<file path="src/rtl/jpeg_scan_start_finder_macros.svh">
// ----------------------------------------------------------------------------
// JPEG scan start finder: assertion macros
// Concurrent assertion shorthands. Each one samples on clk and is disabled
// while rst_n is low, so the using module must have both names in scope.
// ----------------------------------------------------------------------------
`ifndef JPEG_SCAN_START_FINDER_MACROS_SVH
`define JPEG_SCAN_START_FINDER_MACROS_SVH

// Consequent checked in the same cycle as the antecedent.
`define JSSF_ASSERT_NOW(label, ante, cons, msg) \
    label: assert property (@(posedge clk) disable iff (!rst_n) (ante) |-> (cons)) \
        else $error(msg);

// Consequent checked in the cycle after the antecedent.
`define JSSF_ASSERT_NEXT(label, ante, cons, msg) \
    label: assert property (@(posedge clk) disable iff (!rst_n) (ante) |=> (cons)) \
        else $error(msg);

`endif

</file>
<file path="src/rtl/jssf_pkg.sv">
// ----------------------------------------------------------------------------
// jssf_pkg
// Types, marker codes and decode helpers for the JPEG scan start finder.
// ----------------------------------------------------------------------------
`timescale 1ns / 1ps
`default_nettype none

package jssf_pkg;

    localparam int OFFSET_BITS_DEF = 24;
    localparam int SCAN_OFFSET_W   = 24;
    localparam int STATUS_W        = 3;

    localparam logic [7:0]  MARKER_PREFIX = 8'hFF;
    localparam logic [7:0]  CODE_RST0     = 8'hD0;  // standalone range start
    localparam logic [7:0]  CODE_EOI      = 8'hD9;  // standalone range end
    localparam logic [7:0]  CODE_SOS      = 8'hDA;
    localparam logic [7:0]  CODE_SOF0     = 8'hC0;
    localparam logic [7:0]  CODE_SOF15    = 8'hCF;
    localparam logic [7:0]  CODE_DQT      = 8'hDB;
    localparam logic [7:0]  CODE_DFF      = 8'hDF;
    localparam logic [7:0]  CODE_APP0     = 8'hE0;
    localparam logic [7:0]  CODE_JPG0     = 8'hF0;
    localparam logic [7:0]  CODE_COM      = 8'hFE;
    localparam logic [15:0] SEG_LEN_MIN   = 16'd2;

    typedef enum logic [2:0] {
        PH_MHIGH = 3'd0,
        PH_MLOW  = 3'd1,
        PH_LHIGH = 3'd2,
        PH_LLOW  = 3'd3,
        PH_SKIP  = 3'd4,
        PH_WAIT  = 3'd5
    } phase_t;

    typedef enum logic [STATUS_W-1:0] {
        ST_FOUND    = 3'd0,
        ST_NONBASE  = 3'd1,
        ST_INVALID  = 3'd2,
        ST_NOSCAN   = 3'd3,
        ST_OVERFLOW = 3'd4
    } status_t;

    // FFD0..FFD9: no length, passed over
    function automatic logic is_standalone(input logic [7:0] code);
        is_standalone = (code >= CODE_RST0) && (code <= CODE_EOI);
    endfunction

    function automatic logic has_length(input logic [7:0] code);
        has_length = ((code >= CODE_SOF0) && (code <= CODE_SOF15))
                  || ((code >= CODE_DQT)  && (code <= CODE_DFF))
                  || ((code >= CODE_APP0) && (code <  CODE_JPG0))
                  || ((code >= CODE_JPG0) && (code <= CODE_COM));
    endfunction

    // SOF1..3, 5..7, 9..11, 13..15: low two bits nonzero in the Cx row
    function automatic logic is_nonbaseline(input logic [7:0] code);
        is_nonbaseline = (code[7:4] == CODE_SOF0[7:4]) && (code[1:0] != 2'b00);
    endfunction

endpackage

`default_nettype wire

</file>
<file path="src/rtl/jpeg_scan_start_finder.sv">
// ----------------------------------------------------------------------------
// jpeg_scan_start_finder
// Walks the marker chain of a JPEG byte stream and reports one verdict per
// image: the offset just past the start-of-scan marker, or an error status.
// ----------------------------------------------------------------------------
// The block takes one byte per request and sustains one byte per clock
// cycle while out_stall does not hold the result register: each byte
// costs one 8-bit decode, one 16-bit length subtract or skip decrement
// and one offset-counter increment, all in a single stage between the
// input register and the result register. A byte is held in the input
// register and its verdict in the result register, which drives the
// outputs. Only a byte that completes a verdict (found, non-baseline
// SOF, invalid marker or length, end without scan, offset overflow)
// makes an output request; after the verdict, bytes are dropped until
// the byte flagged last_byte, which re-arms the parser for the next
// image. While the result register is held by out_stall, in_stall rises
// once the input register is also full.
// ----------------------------------------------------------------------------
`timescale 1ns / 1ps
`default_nettype none

module jpeg_scan_start_finder #(
    parameter int OFFSET_BITS = jssf_pkg::OFFSET_BITS_DEF
) (
    input  wire logic                               clk,
    input  wire logic                               rst_n,
    // byte requests
    input  wire logic                               in_valid,
    output logic                                    in_stall,
    input  wire logic [7:0]                         data_byte,
    input  wire logic                               last_byte,
    // verdict requests
    output logic                                    out_valid,
    input  wire logic                               out_stall,
    output logic [jssf_pkg::SCAN_OFFSET_W-1:0]      scan_offset,
    output logic [jssf_pkg::STATUS_W-1:0]           status
);

`include "jpeg_scan_start_finder_macros.svh"

    localparam int SCAN_W = jssf_pkg::SCAN_OFFSET_W;

    // input register
    logic       in_valid_reg;
    logic [7:0] byte_reg;
    logic       last_reg;

    // parser state
    jssf_pkg::phase_t         phase_reg, phase_next;
    logic [7:0]               marker_high_reg, marker_high_next;
    logic [7:0]               length_high_reg, length_high_next;
    logic [15:0]              skip_left_reg, skip_left_next;
    logic [OFFSET_BITS-1:0]   byte_count_reg, byte_count_next;

    // result register
    logic                     out_valid_reg;
    logic [SCAN_W-1:0]        scan_offset_reg;
    jssf_pkg::status_t        status_reg;

    // per-byte outcome
    logic                     hit;
    jssf_pkg::status_t        hit_status;
    logic [OFFSET_BITS-1:0]   count_inc;
    logic [15:0]              seg_len;
    logic [15:0]              skip_dec;

    logic advance;
    logic consume;

    // the stage moves whenever the result slot is free or being drained
    assign advance  = !out_valid_reg || !out_stall;
    assign consume  = in_valid_reg && advance;
    assign in_stall = in_valid_reg && !advance;

    assign count_inc = byte_count_reg + OFFSET_BITS'(1);
    assign seg_len   = {length_high_reg, byte_reg};
    assign skip_dec  = skip_left_reg - 16'd1;

    // ---------------- input register ----------------
    always_ff @(posedge clk or negedge rst_n)
    begin
        if (!rst_n)
        begin
            in_valid_reg <= 1'b0;
        end
        else if (!in_stall)
        begin
            in_valid_reg <= in_valid;
        end
    end

    always_ff @(posedge clk)
    begin
        if (in_valid && !in_stall)
        begin
            byte_reg <= data_byte;
            last_reg <= last_byte;
        end
    end

    // ---------------- verdict decode ----------------
    always_comb
    begin
        hit        = 1'b0;
        hit_status = jssf_pkg::ST_FOUND;
        if (phase_reg != jssf_pkg::PH_WAIT)
        begin
            if (&byte_count_reg)
            begin
                hit        = 1'b1;
                hit_status = jssf_pkg::ST_OVERFLOW;
            end
            else
            begin
                unique case (phase_reg)
                    jssf_pkg::PH_MLOW:
                    begin
                        if (marker_high_reg != jssf_pkg::MARKER_PREFIX)
                        begin
                            hit        = 1'b1;
                            hit_status = jssf_pkg::ST_INVALID;
                        end
                        else if (jssf_pkg::is_standalone(byte_reg))
                        begin
                            hit = 1'b0;
                        end
                        else if (byte_reg == jssf_pkg::CODE_SOS)
                        begin
                            hit        = 1'b1;
                            hit_status = jssf_pkg::ST_FOUND;
                        end
                        else if (jssf_pkg::has_length(byte_reg))
                        begin
                            if (jssf_pkg::is_nonbaseline(byte_reg))
                            begin
                                hit        = 1'b1;
                                hit_status = jssf_pkg::ST_NONBASE;
                            end
                        end
                        else
                        begin
                            hit        = 1'b1;
                            hit_status = jssf_pkg::ST_INVALID;
                        end
                    end
                    jssf_pkg::PH_LLOW:
                    begin
                        if (seg_len < jssf_pkg::SEG_LEN_MIN)
                        begin
                            hit        = 1'b1;
                            hit_status = jssf_pkg::ST_INVALID;
                        end
                    end
                    default:
                    begin
                        hit = 1'b0;
                    end
                endcase
            end
            // end of image with no verdict yet
            if (!hit && last_reg)
            begin
                hit        = 1'b1;
                hit_status = jssf_pkg::ST_NOSCAN;
            end
        end
    end

    // ---------------- next state ----------------
    always_comb
    begin
        phase_next       = phase_reg;
        marker_high_next = marker_high_reg;
        length_high_next = length_high_reg;
        skip_left_next   = skip_left_reg;
        byte_count_next  = byte_count_reg;

        if (phase_reg != jssf_pkg::PH_WAIT && !(&byte_count_reg))
        begin
            byte_count_next = count_inc;
            unique case (phase_reg)
                jssf_pkg::PH_MHIGH:
                begin
                    marker_high_next = byte_reg;
                    phase_next       = jssf_pkg::PH_MLOW;
                end
                jssf_pkg::PH_MLOW:
                begin
                    if (jssf_pkg::is_standalone(byte_reg))
                    begin
                        phase_next = jssf_pkg::PH_MHIGH;
                    end
                    else
                    begin
                        phase_next = jssf_pkg::PH_LHIGH;
                    end
                end
                jssf_pkg::PH_LHIGH:
                begin
                    length_high_next = byte_reg;
                    phase_next       = jssf_pkg::PH_LLOW;
                end
                jssf_pkg::PH_LLOW:
                begin
                    skip_left_next = seg_len - jssf_pkg::SEG_LEN_MIN;
                    if (seg_len == jssf_pkg::SEG_LEN_MIN)
                    begin
                        phase_next = jssf_pkg::PH_MHIGH;
                    end
                    else
                    begin
                        phase_next = jssf_pkg::PH_SKIP;
                    end
                end
                jssf_pkg::PH_SKIP:
                begin
                    skip_left_next = skip_dec;
                    if (skip_dec == 16'd0)
                    begin
                        phase_next = jssf_pkg::PH_MHIGH;
                    end
                end
                default:
                begin
                    phase_next = phase_reg;
                end
            endcase
        end

        // a verdict parks the parser; the last byte re-arms it
        if (hit)
        begin
            phase_next = jssf_pkg::PH_WAIT;
        end
        if (last_reg)
        begin
            phase_next       = jssf_pkg::PH_MHIGH;
            marker_high_next = 8'h00;
            length_high_next = 8'h00;
            skip_left_next   = 16'd0;
            byte_count_next  = '0;
        end
    end

    always_ff @(posedge clk or negedge rst_n)
    begin
        if (!rst_n)
        begin
            phase_reg       <= jssf_pkg::PH_MHIGH;
            marker_high_reg <= 8'h00;
            length_high_reg <= 8'h00;
            skip_left_reg   <= 16'd0;
            byte_count_reg  <= '0;
        end
        else if (consume)
        begin
            phase_reg       <= phase_next;
            marker_high_reg <= marker_high_next;
            length_high_reg <= length_high_next;
            skip_left_reg   <= skip_left_next;
            byte_count_reg  <= byte_count_next;
        end
    end

    // ---------------- result register ----------------
    always_ff @(posedge clk or negedge rst_n)
    begin
        if (!rst_n)
        begin
            out_valid_reg <= 1'b0;
        end
        else if (advance)
        begin
            out_valid_reg <= in_valid_reg && hit;
        end
    end

    always_ff @(posedge clk)
    begin
        if (consume && hit)
        begin
            status_reg <= hit_status;
            // offset counts the bytes up to and including the SOS marker
            if (hit_status == jssf_pkg::ST_FOUND)
            begin
                scan_offset_reg <= SCAN_W'(count_inc);
            end
            else
            begin
                scan_offset_reg <= '0;
            end
        end
    end

    assign out_valid   = out_valid_reg;
    assign scan_offset = scan_offset_reg;
    assign status      = status_reg;

    // ---------------- assertions ----------------
    `JSSF_ASSERT_NOW(a_offset_zero_unless_found,
        out_valid_reg && (status_reg != jssf_pkg::ST_FOUND), scan_offset_reg == '0,
        "nonzero offset on a non-found verdict")

    `JSSF_ASSERT_NOW(a_skip_nonzero,
        phase_reg == jssf_pkg::PH_SKIP, skip_left_reg != 16'd0,
        "skip phase with nothing left to skip")

    `JSSF_ASSERT_NEXT(a_verdict_parks,
        consume && hit && !last_reg, (phase_reg == jssf_pkg::PH_WAIT) && out_valid_reg,
        "verdict did not park the parser")

    `JSSF_ASSERT_NEXT(a_last_rearms,
        consume && last_reg, (phase_reg == jssf_pkg::PH_MHIGH) && (byte_count_reg == '0),
        "last byte did not re-arm the parser")

endmodule

`default_nettype wire
</file>
<file path="config.mk">
export PLATFORM = sky130hd
export DESIGN_NAME = jpeg_scan_start_finder
export DESIGN_NICKNAME = d
export VERILOG_FILES = /design/src/rtl/jssf_pkg.sv /design/src/rtl/jpeg_scan_start_finder.sv
export VERILOG_INCLUDE_DIRS = /design/src /design/src/rtl
export SDC_FILE = /design/constraint.sdc
export NUM_CORES = 1
export LEC_CHECK = 0
export ABC_AREA = 1
export BUFFER_PORTS_ARGS = -buffer_cell sky130_fd_sc_hd__buf_2
export CORE_MARGIN = 3
export CORE_UTILIZATION = 36
export DETAILED_ROUTE_END_ITERATION = 10
export PLACE_DENSITY = 0.58
export SYNTH_ARGS = -nofsm -noshare
export SYNTH_HDL_FRONTEND = slang
export SYNTH_SLANG_ARGS = --single-unit
</file>
<file path="constraint.sdc">
create_clock -name clk -period 3.4 [get_ports clk]
set_input_delay 0.51 -clock clk [delete_from_list [all_inputs] [get_ports clk]]
set_output_delay 0.51 -clock clk [all_outputs]
set_load 0.05 [all_outputs]
</file>
==> impl_metrics.csv, run 1 <==
group,metric,value,unit
cts,clk_latency,0.36,ns
setup_path,reg2reg_from,"byte_count_reg[0]",
timing,setup_viol,0,
setup_path,reg2regPathDepth,12,
setup_path,cp-startpoint,"byte_count_reg[0]",
logic_synthesis,yosys-top-cells-area,"dfrtp_1, edfxtp_1, nand2_1",
timing,finalClockSkew,0.01497,ns
floorplan,die_w,131.0,um
global_route,antenna_found_initial,0,
logic_synthesis,yosysSeqAreaShare,46.39,%
detailed_routing,route.detailed.drc,0,
finish,nets,734,
setup_path,cp-end-kind,"flop",
finish,drive_gt1_share,18.64,%
detailed_routing,dr_total_vias,4601,
power,p_total,0.004976,W
finish,antenna_cells,0,
power,combPwrFrac,43.8,%
cts,root_buffer,"clkbuf_16",
logic_synthesis,syn_area_per_cell,8.339,um2
timing,hold_violations,0,
power,p_leak,2.691,nW
logic_synthesis,synth-seq-cells,97,
cts,cts_resized,0,
cts,hold_buffers,0,
detailed_routing,viasPerCell,4.947,
global_route,grt_use_total,15.91,%
power,p_switching,0.002293,W
power,p_seq_share,35.0,%
power,cellInternalPower,0.002683,W
logic_synthesis,syn_inst,674,
cts,post_cts.repair.setup_buffers,0,
power,swShare,46.09,%
detailed_routing,drt_pass1_iterations,5,
logic_synthesis,synth-simple-area-share,30.25,%
timing,setup_tns,0,ns
detailed_routing,drt-initial-drc-count,306,
logic_synthesis,syn-cell-area,5620,um2
logic_synthesis,netlist-cell-type-count,42,
finish,syn_to_final_growth,12.51,%
placement,place_hpwl,9416,um
setup_path,critical_path.max_fanout,20,
placement,port_buffers,41,
power,power.density,787.0,nW/um2
global_route,overflow,0,
timing,relSlewSlack,52.21,%
detailed_routing,final_antenna_net_count,0,
cts,path_clk_slew,0.08,ns
floorplan,start_util,36.83,%
global_route,grt_pass1_vias,4408,
logic_synthesis,synthMuxAreaShare,0,%
cts,cts_num_sinks,97,
power,vdd_drop_max,365.3,uV
floorplan,die_h,131.0,um
timing,period_needed,2.606,ns
setup_path,crit_required,3.70,ns
timing,drv_slew,0,
logic_synthesis,syn_nets,694,
cts,htree_levels,3,
min_path,hold_class,"input pin to async pin",
timing,grt_setup_unrepaired,"false",
logic_synthesis,yosys.area_share.adder,1.558,%
logic_synthesis,synth_xor_area_share,2.961,%
global_route,grt_pass1_wl,21660,um
finish,nFillCells,1537,
floorplan,ios,42,
global_route,grt_max_degree,31,
timing,clock.fmax,383.7,MHz
job,maxCapViolCount,0,
logic_synthesis,synth_top_family_by_area,"simple AND/OR/NAND/NOR gates",
power,power_frac_clock,21.2,%
status,status,"complete, no violations",
setup_path,start_kind,"flop",
floorplan,dieArea,17150,um2
cts,cts_tree,"built",
floorplan,placementRows,45,
placement,gp_congestion,0.8618,
logic_synthesis,synth_top_cell_by_area,"dfrtp_1",
logic_synthesis,synth_top_area_share,27.16,%
setup_path,regToRegEndpoint,"marker_high_reg[0]",
cts,cts.path.max_buffers,2,
setup_path,reg2reg_slack,0.79,ns
cts,numCtsBuffers,9,
detailed_routing,drt-wirelength-per-cell,13.59,um
logic_synthesis,ys_warn_count,0,
detailed_routing,wl,12640,um
timing,post-route-period-util,76.64,%
setup_path,path_class,"flop to flop",
timing,tightest_slew,0.7169,ns
setup_path,cp.arrival,2.90,ns
logic_synthesis,synth_compound_area_share,11.95,%
floorplan,core_area,15260,um2
-- synth_stat cells (all sizes together) --
cell,instances
a221oi,2
nand3,55
inv,71
nor3,32
a31oi,2
clkbuf,5
nand2,172
buf,13
xor2,16
o211ai,1
clkinv,1
o21ai,60
a21oi,21
nor4,1
or2,2
dfrtp,61
nor2,81
nand4,11
edfxtp,36
o21a,1
ha,7
o21bai,1
o22ai,13
o31ai,2
a211oi,4
xnor2,3
-- power by group through the flow --
stage	registers (W)	logic (W)	clock network [W]
finish	0.00174	0.00218	0.00105
global route	0.00178	0.00244	0.00114
CTS	0.00174	0.00219	0.00108
detailed placement	0.00176	0.00219	0
global placement	0.00176	0.00216	0
floorplan	0.00207	0.00142	0
-- final cells by class --
class	instances	area, um2	share of cell area (%)
Sequential cell	97	2608	41.23
Timing Repair Buffer	47	250.2	3.957
Clock inverter	6	73.82	1.167
Tap cell	211	264.0	4.175
Inverter	72	270.3	4.274
Multi-Input combinational cell	487	2629	41.57
Clock buffer	10	229.0	3.621
-- placed cells by master, fill, tap and decap left out, drive strengths merged, types with 13 or more instances in the layout --
| cell type | count |
|---|---|
| nor3 | 32 |
| edfxtp | 36 |
| inv | 74 |
| nor2 | 81 |
| nand2 | 172 |
| buf | 47 |
| dfrtp | 61 |
| nand3 | 55 |
| a21oi | 21 |
| o21ai | 60 |
| xor2 | 16 |
| o22ai | 13 |
-- worst max-delay path: stages, from the launching register on --
cell and delay (ns):
dfrtp_1 0.42, ha_1 0.25, nand2_2 0.13, nor2_8 0.07
nand3_4 0.08, nor3_2 0.06, nor2_2 0.17, nor2_4 0.05
nor2_4 0.38, inv_2 0.28, nor2_1 0.43, nand2_1 0.13
nand2_1 0.09
-- layer usage --
layer | GRT usage, % | vias up | share of wire [%] | wire [um]
met1 | 21.10 | 2137 | 47 | 5887
met4 | 7.199 | 0 | 3.1 | 394
met3 | 3.130 | 27 | 4.3 | 542
met2 | 25.18 | 110 | 46 | 5811
li1 | - | 2327 | - | -
met5 | 0 | - | 0 | 0
-- worst max path at each step --
| stage | slack, ns | end |
|---|---|---|
| 4_1_cts | 0.79 | skip_left_reg[14] |
| 3_3_place_gp | 0.92 | skip_left_reg[14] |
| 2_1_floorplan | 0.47 | scan_offset[0] |
| 3_5_place_dp | 0.81 | skip_left_reg[14] |
| 5_1_grt | 0.55 | scan_offset[3] |
| 6_report | 0.79 | marker_high_reg[0] |
-- stage by stage --
| step | utilization [%] | setup WS (ns) | std cells | hold slack (ns) | cell area [um2] |
|---|---|---|---|---|---|
| finish | 41.44 | 0.7941 | 930 | 0.2064 | 6324 |
| global placement | 39.46 | 0.9209 | 914 | 0.4633 | 6021 |
| floorplan | - | 0.4683 | 674 | 0.2144 | 5620 |
| detailed placement | 39.46 | 0.8127 | 914 | 0.4792 | 6021 |
| global route | 41.44 | 0.5508 | 930 | 0.2662 | 6324 |
| CTS | 41.44 | 0.7861 | 930 | 0.2350 | 6324 |
-- cell families (layout without fill, tap and decap cells) --
logic type | Yosys count | count (layout)
adders and majority gates | 7 | 7
and+or+nand+nor | 354 | 354
buffers and inverters | 90 | 135
DFF | 97 | 97
xor gates and xnor gates | 19 | 19
AOI/OAI and AO/OA | 107 | 107
No activity file was read; power rests on OpenSTA's default activity.
==> inputs of run 2 (changes only) <==
- clock period: 3.4 -> 2.73 ns (I/O delays scaled with it)
==> run 2 against run 1 <==
Net effect: sequential power grew 25%; flip-flop and latch count stayed put; cell count grew 0.75%; core utilization rose by 0.40 points; critical path type unchanged; register-to-register slack got worse by 0.34 ns; global-route usage increased by 0.27 points.
==> impl_metrics.csv, run 2 (synthesized netlist as in run 1, its figures left out) <==
group,metric,value,unit
timing,drv_slew,0,
detailed_routing,drt-wirelength-per-cell,13.92,um
cts,cts_num_sinks,97,
placement,place_hpwl,9567,um
timing,setup_viol,0,
finish,nFillCells,1532,
finish,mostFrequentLayoutCell,"nand2_1",
detailed_routing,drt-initial-drc-count,324,
global_route,grt_pass1_wl,21980,um
timing,hold_violations,0,
timing,post-route-period-util,83.20,%
setup_path,critical_path.max_fanout,24,
cts,clk_latency,0.35,ns
timing,relSlewSlack,44.57,%
power,p_leak,2.732,nW
finish,nets,741,
floorplan,start_util,36.83,%
floorplan,core_area,15260,um2
min_path,hold_class,"input pin to async pin",
global_route,overflow,0,
cts,numCtsBuffers,9,
floorplan,ios,42,
setup_path,cpMaxStageDelayCell,"dfrtp_1",
floorplan,dieArea,17150,um2
cts,htree_levels,3,
timing,period_needed,2.271,ns
setup_path,reg2reg_slack,0.46,ns
job,maxCapViolCount,0,
cts,cts.path.max_buffers,2,
setup_path,start_kind,"flop",
placement,port_buffers,41,
detailed_routing,viasPerCell,5.041,
detailed_routing,dr_total_vias,4723,
detailed_routing,route.detailed.drc,0,
finish,regArea,2608,um2
detailed_routing,wl,13040,um
finish,multi_input_area,2629,um2
placement,gp_congestion,0.8915,
timing,finalClockSkew,0.007634,ns
detailed_routing,final_antenna_net_count,0,
timing,tightest_slew,0.8314,ns
setup_path,cp.arrival,2.37,ns
floorplan,placementRows,45,
timing,clock.fmax,440.3,MHz
global_route,grt_max_degree,62,
cts,cts_tree,"built",
cts,path_clk_slew,0.07,ns
finish,drive_gt1_share,19.42,%
setup_path,path_class,"flop to flop",
floorplan,die_w,131.0,um
cts,cts_resized,0,
cts,post_cts.repair.setup_buffers,0,
placement,pre_cts_slack,0.4683,ns
timing,setup_tns,0,ns
floorplan,die_h,131.0,um
setup_path,cp-end-kind,"flop",
global_route,grt_use_total,16.19,%
setup_path,crit_chain,"ha_1 -> nand2_2 -> nor2_8 -> nand3_1 -> nor4_1 -> nand2_1 -> nand3_2 -> buf_4 -> nor3_1",
global_route,antenna_found_initial,0,
setup_path,crit_required,2.82,ns
timing,postLayoutSetupSlackWorst,0.4586,ns
finish,antenna_cells,0,
cts,hold_buffers,0,
finish,layout_common_cells,"nand2_1, nor2_1, inv_1",
power,power.density,979.1,nW/um2
setup_path,slowest_delay,0.40,ns
cts,root_buffer,"clkbuf_16",
global_route,grt_pass1_vias,4541,
power,vdd_drop_max,373.2,uV
timing,grt_setup_unrepaired,"false",
detailed_routing,drt_pass1_iterations,4,
finish,syn_to_final_growth,13.60,%
status,status,"complete, no violations",
[run 2: changes by cell type in the layout (fill, tap and decap cells not counted), sizes merged]
cell	change
buf	+7
bufinv	-1
clkbuf	+1
clkinv	+1
clkinvlp	-1
[run 2: stage by stage]
| stage | cell area (um2) | hold WS (ns) | power (W) | util, % | std cells |
|---|---|---|---|---|---|
| floorplan | 5623 | 0.1139 | 0.004347 | - | 674 |
| global placement | 6086 | 0.4676 | 0.004976 | 39.89 | 921 |
| detailed placement | 6086 | 0.4728 | 0.005012 | 39.89 | 921 |
| CTS | 6385 | 0.2145 | 0.006302 | 41.85 | 937 |
| global route | 6385 | 0.2070 | 0.006729 | 41.85 | 937 |
| finish | 6385 | 0.2303 | 0.006252 | 41.85 | 937 |
[run 2: worst paths after layout]
kind,startpoint,endpoint,cells after the start
worst max-delay path,byte_count_reg[0],scan_offset[1],9
max in group asynchronous,rst_n,marker_high_reg[0],2
worst max register to register,byte_count_reg[0],scan_offset[1],9
worst min-delay path,rst_n,skip_left_reg[10],2
worst min register to register,marker_high_reg[4],marker_high_reg[4],2
min in group clk,data_byte[5],byte_reg[5],1
[run 2: metal layers]
metal	wire length, um	vias up	share of wire (%)	global-route usage, %
li1	-	2342	-	-
met1	6159	2255	47	21.67
met2	6186	111	47	26.08
met3	501	15	3.8	4.268
met4	196	0	1.5	4.295
met5	0	-	0	0
[run 2: cell type report]
| class | instances | area share, % |
|---|---|---|
| Clock buffer | 11 | 3.978 |
| Clock inverter | 5 | 0.7055 |
| Inverter | 72 | 4.233 |
| Multi-Input combinational cell | 487 | 41.17 |
| Sequential cell | 97 | 40.84 |
| Tap cell | 211 | 4.135 |
| Timing Repair Buffer | 54 | 4.938 |
[run 2: report_power, final]
group,internal (W),switching [W]
Sequential,0.00192,0.000264
Combinational,0.000766,0.00204
Clock,0.000688,0.000573
Total,0.00337,0.00288
[run 2: critical path: cells and delay by family (launching register included)]
| family | cells | cell delay [ns] |
|---|---|---|
| and+or+nand+nor | 7 | 1.04 |
| DFF | 1 | 0.40 |
| buffers and inverters | 1 | 0.34 |
| adders and majority gates | 1 | 0.22 |
